$ cat config.mk
export PLATFORM = sky130hd
export DESIGN_NAME = jpeg_frame_marker_locator_flat
export DESIGN_NICKNAME = d
export VERILOG_FILES = /design/src/rtl/core/jfml_pkg.sv /design/src/rtl/core/jfml_in_if.sv /design/src/rtl/core/jfml_out_if.sv /design/src/rtl/core/jfml_regs.sv /design/src/rtl/core/jfml_scan.sv /design/src/rtl/core/jpeg_frame_marker_locator.sv /design/src/flat_wrapper.sv
export SDC_FILE = /design/constraint.sdc
export NUM_CORES = 1
export LEC_CHECK = 0
export BUFFER_PORTS_ARGS = -buffer_cell sky130_fd_sc_hd__buf_2
export CORE_UTILIZATION = 50
export CTS_CLUSTER_DIAMETER = 60
export DETAILED_ROUTE_END_ITERATION = 10
export HOLD_SLACK_MARGIN = 0.03
export PLACE_DENSITY = 0.71
export SETUP_SLACK_MARGIN = 0.02
export SYNTH_ARGS = -nofsm -noshare
export SYNTH_HDL_FRONTEND = slang
export SYNTH_SLANG_ARGS = --single-unit
$ cat constraint.sdc
create_clock -name i_clk -period 24.7 [get_ports i_clk]
set_input_delay 7.41 -clock i_clk [delete_from_list [all_inputs] [get_ports i_clk]]
set_output_delay 7.41 -clock i_clk [all_outputs]
set_load 0.01 [all_outputs]
$ cat src/rtl/core/jfml_pkg.sv
// Shared types, constants and register map for the JPEG frame marker locator
`timescale 1ns / 1ps

package jfml_pkg;

    localparam int MAX_FRAME_BYTES = 1048576;
    localparam int POS_W           = $clog2(MAX_FRAME_BYTES);
    localparam int IDX_W           = (POS_W + 1 > 21) ? POS_W + 1 : 21;

    localparam int BYTE_W  = 8;
    localparam int HSL_W   = 16;
    localparam int LEN_W   = 21;
    localparam int OFF_W   = 20;
    localparam int APB_AW  = 3;
    localparam int APB_DW  = 32;

    typedef logic [BYTE_W-1:0] t_byte;
    typedef logic [POS_W-1:0]  t_pos;
    typedef logic [IDX_W-1:0]  t_idx;
    typedef logic [LEN_W-1:0]  t_len;
    typedef logic [OFF_W-1:0]  t_off;
    typedef logic [HSL_W-1:0]  t_hsl;

    localparam t_byte MARK_PREFIX = 8'hFF;
    localparam t_byte MARK_SOI    = 8'hD8;
    localparam t_byte MARK_EOI    = 8'hD9;

    localparam t_pos POS_LAST = t_pos'(MAX_FRAME_BYTES - 1);

    localparam t_hsl HSL_RESET    = 16'd10000;
    localparam t_len BUFLEN_RESET = 21'd1048576;
    localparam t_len BOUND_RESET  = 21'd1048574;

    localparam logic REG_HSL    = 1'b0;
    localparam logic REG_BUFLEN = 1'b1;

    typedef enum logic [1:0] {
        ST_FOUND     = 2'd0,
        ST_NO_HEAD   = 2'd1,
        ST_NO_TAIL   = 2'd2,
        ST_DUP_START = 2'd3
    } t_status;

    typedef struct packed {
        t_hsl head_search_limit;
        t_len tail_bound;
    } t_cfg;

    typedef struct packed {
        t_status status;
        t_off    start_offset;
        t_len    image_length;
    } t_result;

endpackage

$ cat src/rtl/core/jfml_in_if.sv
// Byte stream channel into the marker locator
`timescale 1ns / 1ps

interface jfml_in_if;
    logic                 valid;
    logic                 ready;
    jfml_pkg::t_byte      data_byte;
    logic                 first_of_frame;
    logic                 last_of_frame;
    jfml_pkg::t_off       tail_offset;

    modport source (output valid, data_byte, first_of_frame, last_of_frame, tail_offset,
                    input ready);
    modport sink   (input valid, data_byte, first_of_frame, last_of_frame, tail_offset,
                    output ready);
endinterface

$ cat src/rtl/core/jfml_out_if.sv
// Per-frame result channel out of the marker locator
`timescale 1ns / 1ps

interface jfml_out_if;
    logic                 valid;
    logic                 ready;
    logic [1:0]           status;
    jfml_pkg::t_off       start_offset;
    jfml_pkg::t_len       image_length;

    modport source (output valid, status, start_offset, image_length, input ready);
    modport sink   (input valid, status, start_offset, image_length, output ready);
endinterface

$ cat src/rtl/core/jfml_regs.sv
// APB configuration registers of the marker locator
`timescale 1ns / 1ps

module jfml_regs (
    input  logic                          i_clk,
    input  logic                          i_rst_n,
    input  logic                          psel,
    input  logic                          penable,
    input  logic                          pwrite,
    input  logic [jfml_pkg::APB_AW-1:0]   paddr,
    input  logic [jfml_pkg::APB_DW-1:0]   pwdata,
    output logic [jfml_pkg::APB_DW-1:0]   prdata,
    output logic                          pready,
    output jfml_pkg::t_cfg                o_cfg
);

    jfml_pkg::t_hsl r_hsl;
    jfml_pkg::t_len r_buflen;
    jfml_pkg::t_len r_bound;
    jfml_pkg::t_len n_bound;
    jfml_pkg::t_len wr_len;
    logic           wr_en;

    assign pready = 1'b1;
    assign wr_en  = psel & penable & pwrite;
    assign wr_len = pwdata[jfml_pkg::LEN_W-1:0];
    assign n_bound = (wr_len > jfml_pkg::t_len'(2)) ? wr_len - jfml_pkg::t_len'(2)
                                                     : '0;

    always_ff @(posedge i_clk) begin
        if (!i_rst_n) begin
            r_hsl    <= jfml_pkg::HSL_RESET;
            r_buflen <= jfml_pkg::BUFLEN_RESET;
            r_bound  <= jfml_pkg::BOUND_RESET;
        end else if (wr_en) begin
            case (paddr[2])
                jfml_pkg::REG_HSL: begin
                    r_hsl <= pwdata[jfml_pkg::HSL_W-1:0];
                end
                jfml_pkg::REG_BUFLEN: begin
                    r_buflen <= wr_len;
                    r_bound  <= n_bound;
                end
                default: begin
                    r_hsl <= r_hsl;
                end
            endcase
        end
    end

    always_comb begin
        case (paddr[2])
            jfml_pkg::REG_HSL:    prdata = jfml_pkg::APB_DW'(r_hsl);
            jfml_pkg::REG_BUFLEN: prdata = jfml_pkg::APB_DW'(r_buflen);
            default:              prdata = '0;
        endcase
    end

    assign o_cfg.head_search_limit = r_hsl;
    assign o_cfg.tail_bound        = r_bound;

endmodule

$ cat src/rtl/core/jfml_scan.sv
// Per-byte marker search state and decision logic
`timescale 1ns / 1ps

module jfml_scan (
    input  logic              i_clk,
    input  logic              i_rst_n,
    input  logic              i_accept,
    input  jfml_pkg::t_byte   i_data_byte,
    input  logic              i_first,
    input  logic              i_last,
    input  jfml_pkg::t_off    i_tail_offset,
    input  jfml_pkg::t_cfg    i_cfg,
    output logic              o_res_valid,
    output jfml_pkg::t_result o_res
);

    typedef enum logic {
        PH_HEAD,
        PH_TAIL
    } t_phase;

    jfml_pkg::t_byte r_prev_byte;
    jfml_pkg::t_pos  r_pos,     n_pos;
    t_phase          r_phase,   n_phase;
    jfml_pkg::t_pos  r_marker,  n_marker;
    jfml_pkg::t_off  r_skip,    n_skip;
    logic            r_decided, n_decided;
    jfml_pkg::t_idx  r_idx,     n_idx;

    jfml_pkg::t_pos  cur;
    jfml_pkg::t_idx  cur_w;
    jfml_pkg::t_idx  hsl_w;
    logic            is_ff;
    logic            is_soi;
    logic            is_eoi;
    logic            hit;
    jfml_pkg::t_result res;

    assign is_ff  = (r_prev_byte == jfml_pkg::MARK_PREFIX);
    assign is_soi = is_ff && (i_data_byte == jfml_pkg::MARK_SOI);
    assign is_eoi = is_ff && (i_data_byte == jfml_pkg::MARK_EOI);
    assign cur_w  = jfml_pkg::t_idx'(cur);
    assign hsl_w  = jfml_pkg::t_idx'(i_cfg.head_search_limit);

    always_comb begin
        cur       = i_first ? '0 : r_pos;
        n_phase   = i_first ? PH_HEAD : r_phase;
        n_marker  = i_first ? '0 : r_marker;
        n_skip    = i_first ? i_tail_offset : r_skip;
        n_decided = i_first ? 1'b0 : r_decided;
        n_idx     = r_idx;
        n_pos     = cur;
        hit       = 1'b0;
        res.status       = jfml_pkg::ST_FOUND;
        res.start_offset = '0;
        res.image_length = '0;

        if (!n_decided) begin
            if (cur != '0) begin
                if (n_phase == PH_HEAD) begin
                    if ((cur_w <= hsl_w) && is_soi) begin
                        n_marker = cur - jfml_pkg::t_pos'(1);
                        n_phase  = PH_TAIL;
                        n_idx    = jfml_pkg::t_idx'(1);
                    end else if (cur_w >= hsl_w) begin
                        hit        = 1'b1;
                        res.status = jfml_pkg::ST_NO_HEAD;
                    end
                end else begin
                    n_idx = r_idx + jfml_pkg::t_idx'(1);
                    if (r_idx >= jfml_pkg::t_idx'(i_cfg.tail_bound)) begin
                        hit              = 1'b1;
                        res.status       = jfml_pkg::ST_NO_TAIL;
                        res.start_offset = jfml_pkg::t_off'(n_marker);
                    end else if (r_idx >= jfml_pkg::t_idx'(n_skip)) begin
                        if (is_soi && (r_idx != '0)) begin
                            hit              = 1'b1;
                            res.status       = jfml_pkg::ST_DUP_START;
                            res.start_offset = jfml_pkg::t_off'(n_marker);
                        end else if (is_eoi) begin
                            hit              = 1'b1;
                            res.status       = jfml_pkg::ST_FOUND;
                            res.start_offset = jfml_pkg::t_off'(n_marker);
                            res.image_length =
                                jfml_pkg::t_len'(r_idx + jfml_pkg::t_idx'(2));
                        end
                    end
                end
            end
            if (!hit && (i_last || (cur >= jfml_pkg::POS_LAST))) begin
                hit = 1'b1;
                if (n_phase == PH_HEAD) begin
                    res.status = jfml_pkg::ST_NO_HEAD;
                end else begin
                    res.status       = jfml_pkg::ST_NO_TAIL;
                    res.start_offset = jfml_pkg::t_off'(n_marker);
                end
            end
            if (cur < jfml_pkg::POS_LAST) begin
                n_pos = cur + jfml_pkg::t_pos'(1);
            end
            n_decided = hit;
        end
    end

    always_ff @(posedge i_clk) begin
        if (!i_rst_n) begin
            r_prev_byte <= '0;
            r_pos       <= '0;
            r_phase     <= PH_HEAD;
            r_marker    <= '0;
            r_skip      <= '0;
            r_decided   <= 1'b0;
            r_idx       <= '0;
        end else if (i_accept) begin
            r_prev_byte <= i_data_byte;
            r_pos       <= n_pos;
            r_phase     <= n_phase;
            r_marker    <= n_marker;
            r_skip      <= n_skip;
            r_decided   <= n_decided;
            r_idx       <= n_idx;
        end
    end

    assign o_res_valid = i_accept & hit;
    assign o_res       = res;

endmodule

$ cat src/rtl/core/jpeg_frame_marker_locator.sv
// Top level of the JPEG frame marker locator
`timescale 1ns / 1ps

// Usage
//   i_byte   : valid/ready byte stream of captured frames. first_of_frame opens a
//              frame and samples tail_offset; last_of_frame closes it.
//   o_result : valid/ready channel, at most one transaction per frame: status,
//              start_offset of the FF D8 marker and image_length through FF D9.
//   APB      : head search limit at 0x0, buffer length at 0x4. Write only while
//              the stream is idle; reads return the stored values.
// Timing
//   One byte per cycle when not stalled. A result shows on o_result the cycle after
//   the byte that decides it is taken; the decision is one pass of compare
//   logic on the byte, the previous byte and the offset counters.
//   Bytes that cause no result leave the output register alone.
// Reset
//   Synchronous, active low. Clears the search state, drops any pending
//   result and loads limit 10000 and buffer length 1048576.
// Back-pressure
//   With a result held and o_result.ready low, i_byte.ready falls; it rises
//   again in the cycle the held result is taken.
module jpeg_frame_marker_locator (
    input  logic                          i_clk,
    input  logic                          i_rst_n,
    jfml_in_if.sink                       i_byte,
    jfml_out_if.source                    o_result,
    input  logic                          psel,
    input  logic                          penable,
    input  logic                          pwrite,
    input  logic [jfml_pkg::APB_AW-1:0]   paddr,
    input  logic [jfml_pkg::APB_DW-1:0]   pwdata,
    output logic [jfml_pkg::APB_DW-1:0]   prdata,
    output logic                          pready
);

    jfml_pkg::t_cfg    cfg;
    jfml_pkg::t_result scan_res;
    jfml_pkg::t_result r_res;
    logic              scan_valid;
    logic              r_out_valid;
    logic              in_ready;
    logic              accept;

    assign in_ready     = !r_out_valid || o_result.ready;
    assign accept       = i_byte.valid && in_ready;
    assign i_byte.ready = in_ready;

    jfml_regs u_regs (
        .i_clk   (i_clk),
        .i_rst_n (i_rst_n),
        .psel    (psel),
        .penable (penable),
        .pwrite  (pwrite),
        .paddr   (paddr),
        .pwdata  (pwdata),
        .prdata  (prdata),
        .pready  (pready),
        .o_cfg   (cfg)
    );

    jfml_scan u_scan (
        .i_clk         (i_clk),
        .i_rst_n       (i_rst_n),
        .i_accept      (accept),
        .i_data_byte   (i_byte.data_byte),
        .i_first       (i_byte.first_of_frame),
        .i_last        (i_byte.last_of_frame),
        .i_tail_offset (i_byte.tail_offset),
        .i_cfg         (cfg),
        .o_res_valid   (scan_valid),
        .o_res         (scan_res)
    );

    always_ff @(posedge i_clk) begin
        if (!i_rst_n) begin
            r_out_valid <= 1'b0;
        end else if (scan_valid) begin
            r_out_valid <= 1'b1;
        end else if (o_result.ready) begin
            r_out_valid <= 1'b0;
        end
    end

    always_ff @(posedge i_clk) begin
        if (scan_valid) begin
            r_res <= scan_res;
        end
    end

    assign o_result.valid        = r_out_valid;
    assign o_result.status       = r_res.status;
    assign o_result.start_offset = r_res.start_offset;
    assign o_result.image_length = r_res.image_length;

endmodule

$ cat src/flat_wrapper.sv
// flat-port wrapper written by rule: the top's interface ports become plain ports
module jpeg_frame_marker_locator_flat 
  (i_clk, i_rst_n, psel, penable, pwrite, paddr, pwdata, prdata, pready, i_byte_valid, i_byte_data_byte, i_byte_first_of_frame, i_byte_last_of_frame, i_byte_tail_offset, i_byte_ready, o_result_valid, o_result_status, o_result_start_offset, o_result_image_length, o_result_ready);
  jfml_in_if i_byte_i ();
  jfml_out_if o_result_i ();
  input  logic i_clk;
  input  logic i_rst_n;
  input  logic psel;
  input  logic penable;
  input  logic pwrite;
  input  logic [jfml_pkg::APB_AW-1:0] paddr;
  input  logic [jfml_pkg::APB_DW-1:0] pwdata;
  output logic [jfml_pkg::APB_DW-1:0] prdata;
  output logic pready;
  input wire logic [$bits(i_byte_i.valid)-1:0] i_byte_valid;
  input wire logic [$bits(i_byte_i.data_byte)-1:0] i_byte_data_byte;
  input wire logic [$bits(i_byte_i.first_of_frame)-1:0] i_byte_first_of_frame;
  input wire logic [$bits(i_byte_i.last_of_frame)-1:0] i_byte_last_of_frame;
  input wire logic [$bits(i_byte_i.tail_offset)-1:0] i_byte_tail_offset;
  output wire logic [$bits(i_byte_i.ready)-1:0] i_byte_ready;
  output wire logic [$bits(o_result_i.valid)-1:0] o_result_valid;
  output wire logic [$bits(o_result_i.status)-1:0] o_result_status;
  output wire logic [$bits(o_result_i.start_offset)-1:0] o_result_start_offset;
  output wire logic [$bits(o_result_i.image_length)-1:0] o_result_image_length;
  input wire logic [$bits(o_result_i.ready)-1:0] o_result_ready;
  assign i_byte_i.valid = i_byte_valid;
  assign i_byte_i.data_byte = i_byte_data_byte;
  assign i_byte_i.first_of_frame = i_byte_first_of_frame;
  assign i_byte_i.last_of_frame = i_byte_last_of_frame;
  assign i_byte_i.tail_offset = i_byte_tail_offset;
  assign i_byte_ready = i_byte_i.ready;
  assign o_result_valid = o_result_i.valid;
  assign o_result_status = o_result_i.status;
  assign o_result_start_offset = o_result_i.start_offset;
  assign o_result_image_length = o_result_i.image_length;
  assign o_result_i.ready = o_result_ready;
  jpeg_frame_marker_locator u_core (.i_clk(i_clk), .i_rst_n(i_rst_n), .i_byte(i_byte_i), .o_result(o_result_i), .psel(psel), .penable(penable), .pwrite(pwrite), .paddr(paddr), .pwdata(pwdata), .prdata(prdata), .pready(pready));
endmodule
==> out/results.tsv, run 1 <==
metric	value	unit
Synth Flop Type	dfxtp_1	
WP buf/inv	2	
Max-Cap Viols	0	
Area contributors post-synth	dfxtp_1 28%, edfxtp_1 12%, ha_1 7.2%	
CP Max Fanout	38	
final setup vio count	0	
die width	149	um
Critical Path Max Stage Delay	0.43	ns
final max-slew violation count	0	
maximum number of pins on one net before global-route repair	71	
Non-Filler Instances	1646	
hold buffer count at CTS	0	
cell internal pwr	0.000505	W
Core ar.	21100	um^2
post-cts gate resize count	0	
total track usage	0.252	
Tot Pwr	0.000679	W
HP Class	register to register	
crit path launch type	input pin	
detailed placement HPWL	19900	um
CTS tree	done	
Cell Rows	53	
DRC	0	
reg2reg path depth	9	
pwr/cell area	56.1	nW/um^2
Sink Count	193	
Layout Nets	1490	
critical path depth	3	
Worst setup EP type	output port	
most common cell after layout, fill and taps aside	nand2_1	
Crit path max-delay family	buffers and inverters	
Sw Pwr	0.000174	W
critical path class	input pin to output port	
final cycle utilization of the critical path	0.639	
setup TNS	0	ns
Yosys top cell area share	0.279	
GRT overflow	0	
1st-iter DRT viols	674	
Fin. Hold Viols	0	
number of top-level pins	150	
Setup Fix Bufs, Post-CTS	0	
Initial Util	0.511	
# port buffers	124	
CTS root buf	clkbuf_16	
area leader, netlist	dfxtp_1	
CTS Buf Count	17	
Max stage delay cell, worst path	buf_2	
post-synthesis cell area	10800	um^2
mean cell area of the mapped netlist	8.46	um^2
Logic pwr share	0.092	
Sw Ratio	0.256	
status	complete, no violations	
full die area	22200	um^2
share of layout cells above drive strength 1	0.137	
Leak	4.87	nW
RSZ-0062 raised after global routing	false	
Final ANT Viol Nets	0	
crit path capture	prdata[6]	
Wirelength per Cell	16.6	um
Routed WL	27200	um
GP Congestion	0.857	
critical path, cell by cell	buf_2 > mux2_2 > buf_2	
cell count after synthesis	1275	
H-tree depth	4	
Netlist cell types	73	
CTS Buffer Depth	2	
DR vias	9344	
min Tclk post-route	15.79	ns
crit path from	paddr[2]	
Fmax	63.3	MHz
# placed instances	1611	
initial antenna violation count	4	
Seq/Total Area, Yosys	0.398	
DRT Pass-1 Iters	5	
vias in the first global route	8515	
Worst EP arrival	8.38	ns
max_slew headroom	0.198	
first-pass GRT wire length	44000	um
Setup Skew	0.0102	ns
clock network power share	0.415	
Critical Path RT	17.29	ns
VDD IR max	50.1	uV
end of the worst register-to-register path	u_core.o_result.start_offset[12]	
#FFs+latches synth	193	
R2R Path Start	u_core.u_scan.r_pos[12]	
flop2flop setup slack	20.53	ns
clock latency on the worst-skew pair	0.45	ns
via density per instance	5.68	
area grow syn2layout	12.2	%
Reg power frac	0.493	
EDFF count, synth	43	
Worst Max-Slew Pin Slew	1.20	ns
CTS clock-pin slew for the worst setup and hold paths	0.07	ns
most frequent cells in the layout	182 x nand2_1, 150 x dfxtp_1, 143 x nor2_1	
Most common cell on crit path	buf_2	
die height	149	um
synth warn	0	
Async S/R FF share, synth	0	
flip-flops by register name, indices dropped and copies added (netlist names), 2 cells and up:
register	flops
u_core.u_scan.r_prev_byte	8
u_core.u_regs.r_hsl	16
u_core.u_regs.r_buflen	21
u_core.o_result.image_length	21
u_core.o_result.status	2
u_core.u_scan.r_pos	20
u_core.u_scan.r_marker	20
u_core.u_scan.r_idx	21
u_core.o_result.start_offset	20
u_core.u_scan.r_skip	20
u_core.u_regs.r_bound	21
power groups by stage:
stage	Combinational [W]	Sequential (W)	Clock [W]
2_1_floorplan	0.0000404	0.000342	0
3_3_place_gp	0.0000608	0.000341	0
3_5_place_dp	0.0000620	0.000342	0
4_1_cts	0.0000623	0.000334	0.000285
5_1_grt	0.0000694	0.000335	0.000297
6_report	0.0000627	0.000334	0.000282
synth_stat cells, types with 15 or more instances:
cell / n
nand2_1: 182
dfxtp_1: 150
nor2_1: 144
a21oi_1: 71
inv_1: 67
ha_1: 62
clkbuf_1: 58
xnor2_1: 56
edfxtp_1: 43
o21ai_0: 42
nand3_1: 32
a211oi_1: 28
nor3_1: 28
mux2i_1: 27
xor2_1: 22
nand4_1: 20
nor4_1: 20
nand2b_1: 19
o221ai_1: 19
nor2b_1: 15
cells by family after synthesis:
| kind of cell | Yosys count | share of synthesized area |
|---|---|---|
| AND/OR/NAND/NOR | 516 | 0.223 |
| XOR/XNOR | 78 | 0.0634 |
| adder cells (fa/ha/maj) | 62 | 0.0720 |
| multiplexers | 33 | 0.0317 |
| buffers and inverters | 147 | 0.0566 |
| flip-flops | 193 | 0.398 |
| AO/OA/AOI/OAI | 244 | 0.154 |
| other | 2 | 0.000697 |
worst min-delay path by stage:
stage                                  from                      endpoint  slack (ns)  cells after the start
6_report            u_core.u_regs.r_hsl[12]       u_core.u_regs.r_hsl[12]        0.45                      2
5_1_grt        u_core.u_scan.r_prev_byte[4]  u_core.u_scan.r_prev_byte[4]        0.47                      2
4_1_cts              u_core.u_regs.r_hsl[5]        u_core.u_regs.r_hsl[5]        0.46                      2
3_5_place_dp         u_core.u_regs.r_hsl[5]        u_core.u_regs.r_hsl[5]        0.45                      2
3_3_place_gp        u_core.u_scan.r_skip[0]       u_core.u_scan.r_skip[0]        0.44                      2
2_1_floorplan    u_core.u_regs.r_buflen[16]    u_core.u_regs.r_buflen[16]        0.43                      2
worst min-delay path, stage by stage (launching register included):
cell and delay [ns]:
dfxtp_1 0.31, nand2_1 0.05, a21oi_1 0.05
layout make-up:
class	instances	area (um^2)
inverter	67	251
timing repair buffer	132	678
multi-input combinational	945	5930
clock buffer	18	439
tap	275	344
fill	1958	8990
sequential	193	4290
antenna	2	5.00
clock inverter	14	153
metal layers:
metal  up-vias  share of wire  track usage
met2       328           0.42        0.371
met5         -        0.00081            0
met4         4          0.018       0.0842
met1      4346           0.49        0.366
met3        36          0.066       0.0492
li1       4630              -            -
metrics by stage:
step	instance area [um^2]	util	setup slack, ns	hold slack, ns
2_1_floorplan	10800	-	9.16	0.432
5_1_grt	12100	0.573	8.82	0.472
6_report	12100	0.573	8.91	0.454
3_5_place_dp	11500	0.545	8.91	0.447
3_3_place_gp	11500	0.545	8.92	0.439
4_1_cts	12100	0.573	8.91	0.457
No activity file was read; power rests on OpenSTA's default activity.
==> inputs of run 2 (changes only) <==
- ABC_AREA: default -> 1
- PLACE_DENSITY: 0.71 -> 0.73
- clock period: 24.7 -> 12.7 ns (I/O delays scaled with it)
==> out/results.tsv, run 2 <==
metric	value	unit
status	complete, no violations	
Synth Area in XOR/XNOR	0.0392	
Area contributors post-synth	dfxtp_1 25%, nand2_1 11%, edfxtp_1 11%	
final setup vio count	0	
Layout Utilization	0.568	
largest family of logic cells by synthesized area	simple AND/OR/NAND/NOR gates	
flop2flop setup slack	8.80	ns
Netlist cell types	49	
Initial Util	0.513	
Max-Cap Viols	0	
Leak	6.15	nW
maximum number of pins on one net before global-route repair	81	
DRC	0	
CTS clock-pin slew for the worst setup and hold paths	0.07	ns
HP Start	u_core.u_scan.r_skip[0]	
final max-slew violation count	0	
initial antenna violation count	6	
CTS Buf Count	17	
CTS tree	done	
CTS Buffer Depth	2	
max_slew headroom	0.333	
number of top-level pins	150	
# port buffers	124	
most common cell after layout, fill and taps aside	nand2_1	
hold buffer count at CTS	0	
die height	157	um
pwr/cell area	101	nW/um^2
Synth Flop Type	dfxtp_1	
Cell Rows	56	
Fillers	2271	
Wirelength per Cell	15.5	um
GP Congestion	0.963	
crit path launch type	input pin	
most frequent cells in the layout	348 x nand2_1, 200 x inv_1, 191 x nor2_1	
Setup Skew	0.0125	ns
vias in the first global route	10225	
RSZ-0062 raised after global routing	false	
DR vias	11433	
top cells by count, synth	348 x nand2_1, 201 x inv_1, 192 x nor2_1	
CP Max Fanout	39	
1st-iter DRT viols	1108	
GRT overflow	0	
area leader, netlist	dfxtp_1	
critical path class	input pin to output port	
setup TNS	0	ns
area share of fa/ha/maj cells after synthesis	0.0643	
total track usage	0.268	
cell count after synthesis	1696	
full die area	24800	um^2
VDD IR max	82.4	uV
post-cts gate resize count	0	
Worst EP arrival	4.74	ns
Async S/R FF share, synth	0	
top-count cell post-synth	nand2_1	
clock latency on the worst-skew pair	0.44	ns
multiplexer share of the synthesized area	0.0158	
via density per instance	5.41	
H-tree depth	4	
Final ANT Viol Nets	0	
final cycle utilization of the critical path	0.673	
Hold Crit Endpoint	u_core.u_scan.r_skip[0]	
Simple-Gate Fraction of Synth Area	0.277	
synth warn	0	
Layout Nets	1911	
DRT Pass-1 Iters	5	
R2R Path Start	u_core.u_scan.r_pos[0]	
die width	157	um
share of layout cells above drive strength 1	0.120	
mean cell area of the mapped netlist	7.12	um^2
end of the worst register-to-register path	u_core.o_result.image_length[19]	
reg2reg path depth	13	
post-synthesis cell area	12100	um^2
Fin. Hold Viols	0	
Critical Path RT	8.89	ns
first-pass GRT wire length	52100	um
min Tclk post-route	8.55	ns
Worst setup EP type	output port	
Core ar.	23500	um^2
CTS root buf	clkbuf_16	
Sink Count	193	
Seq/Total Area, Yosys	0.356	
Setup Fix Bufs, Post-CTS	0	
Routed WL	32600	um
hold path cells	2	
Yosys top cell area share	0.249	
area grow syn2layout	10.8	%
Compound-Gate Fraction of Synth Area	0.147	
EDFF count, synth	43	
HP Class	register to register	
detailed placement HPWL	23800	um
Fmax	117	MHz
#FFs+latches synth	193	
Worst Max-Slew Pin Slew	1.00	ns
-- run 2: layer usage --
metal  share of wire  up-vias  GRT usage
met2            0.44      427      0.414
met1            0.47     5197      0.383
met3           0.078       37     0.0474
li1                -     5766          -
met4           0.011        6     0.0647
met5          0.0013        -          0
-- run 2: final cells by class --
cell class / count / area, um^2 / share of cell area
sequential: 193 / 4290 / 0.321
clock inverter: 12 / 111 / 0.00833
clock buffer: 20 / 447 / 0.0334
antenna: 3 / 7.51 / 0.000562
tap: 319 / 399 / 0.0299
timing repair buffer: 135 / 703 / 0.0526
multi-input combinational: 1217 / 6610 / 0.494
inverter: 213 / 800 / 0.0598
-- run 2: cell families (layout without fill, tap and decap cells) --
family	after synthesis	in the layout
AND/OR/NAND/NOR	758	758
AO/OA/AOI/OAI	312	312
buffers and inverters	296	380
flip-flops	193	193
adder cells (fa/ha/maj)	62	62
XOR/XNOR	54	54
multiplexers	19	19
other	2	15
-- run 2: how the worst max path moves through the flow --
stage	startpoint	endpoint	slack [ns]
2_1_floorplan	paddr[2]	prdata[10]	4.37
3_3_place_gp	paddr[2]	prdata[0]	4.16
3_5_place_dp	paddr[2]	prdata[0]	4.14
4_1_cts	paddr[2]	prdata[0]	4.14
5_1_grt	paddr[2]	prdata[0]	4.00
6_report	paddr[2]	prdata[0]	4.15
-- run 2: where the power goes --
group          internal, W  leakage [nW]  switching (W)
registers         0.000651          1.65      0.0000116
logic            0.0000526          4.25       0.000111
clock network     0.000276         0.256       0.000250
-- run 2: metrics by stage --
step / total power, W / hold slack, ns / cell area, um^2 / setup WS (ns) / cells
global placement: 0.000834 / 0.434 / 12800 / 4.16 / 2077
detailed placement: 0.000838 / 0.444 / 12800 / 4.14 / 2077
global route: 0.00140 / 0.477 / 13400 / 4.00 / 2109
CTS: 0.00136 / 0.454 / 13400 / 4.14 / 2109
finish: 0.00135 / 0.454 / 13400 / 4.15 / 2112
floorplan: 0.000788 / 0.424 / 12100 / 4.37 / 1706
-- run 2: worst max-delay path, stage by stage --
cell and delay [ns]:
buf_2 0.46, inv_1 0.18, nand2_1 0.09, nand2_1 0.06
buf_2 0.13
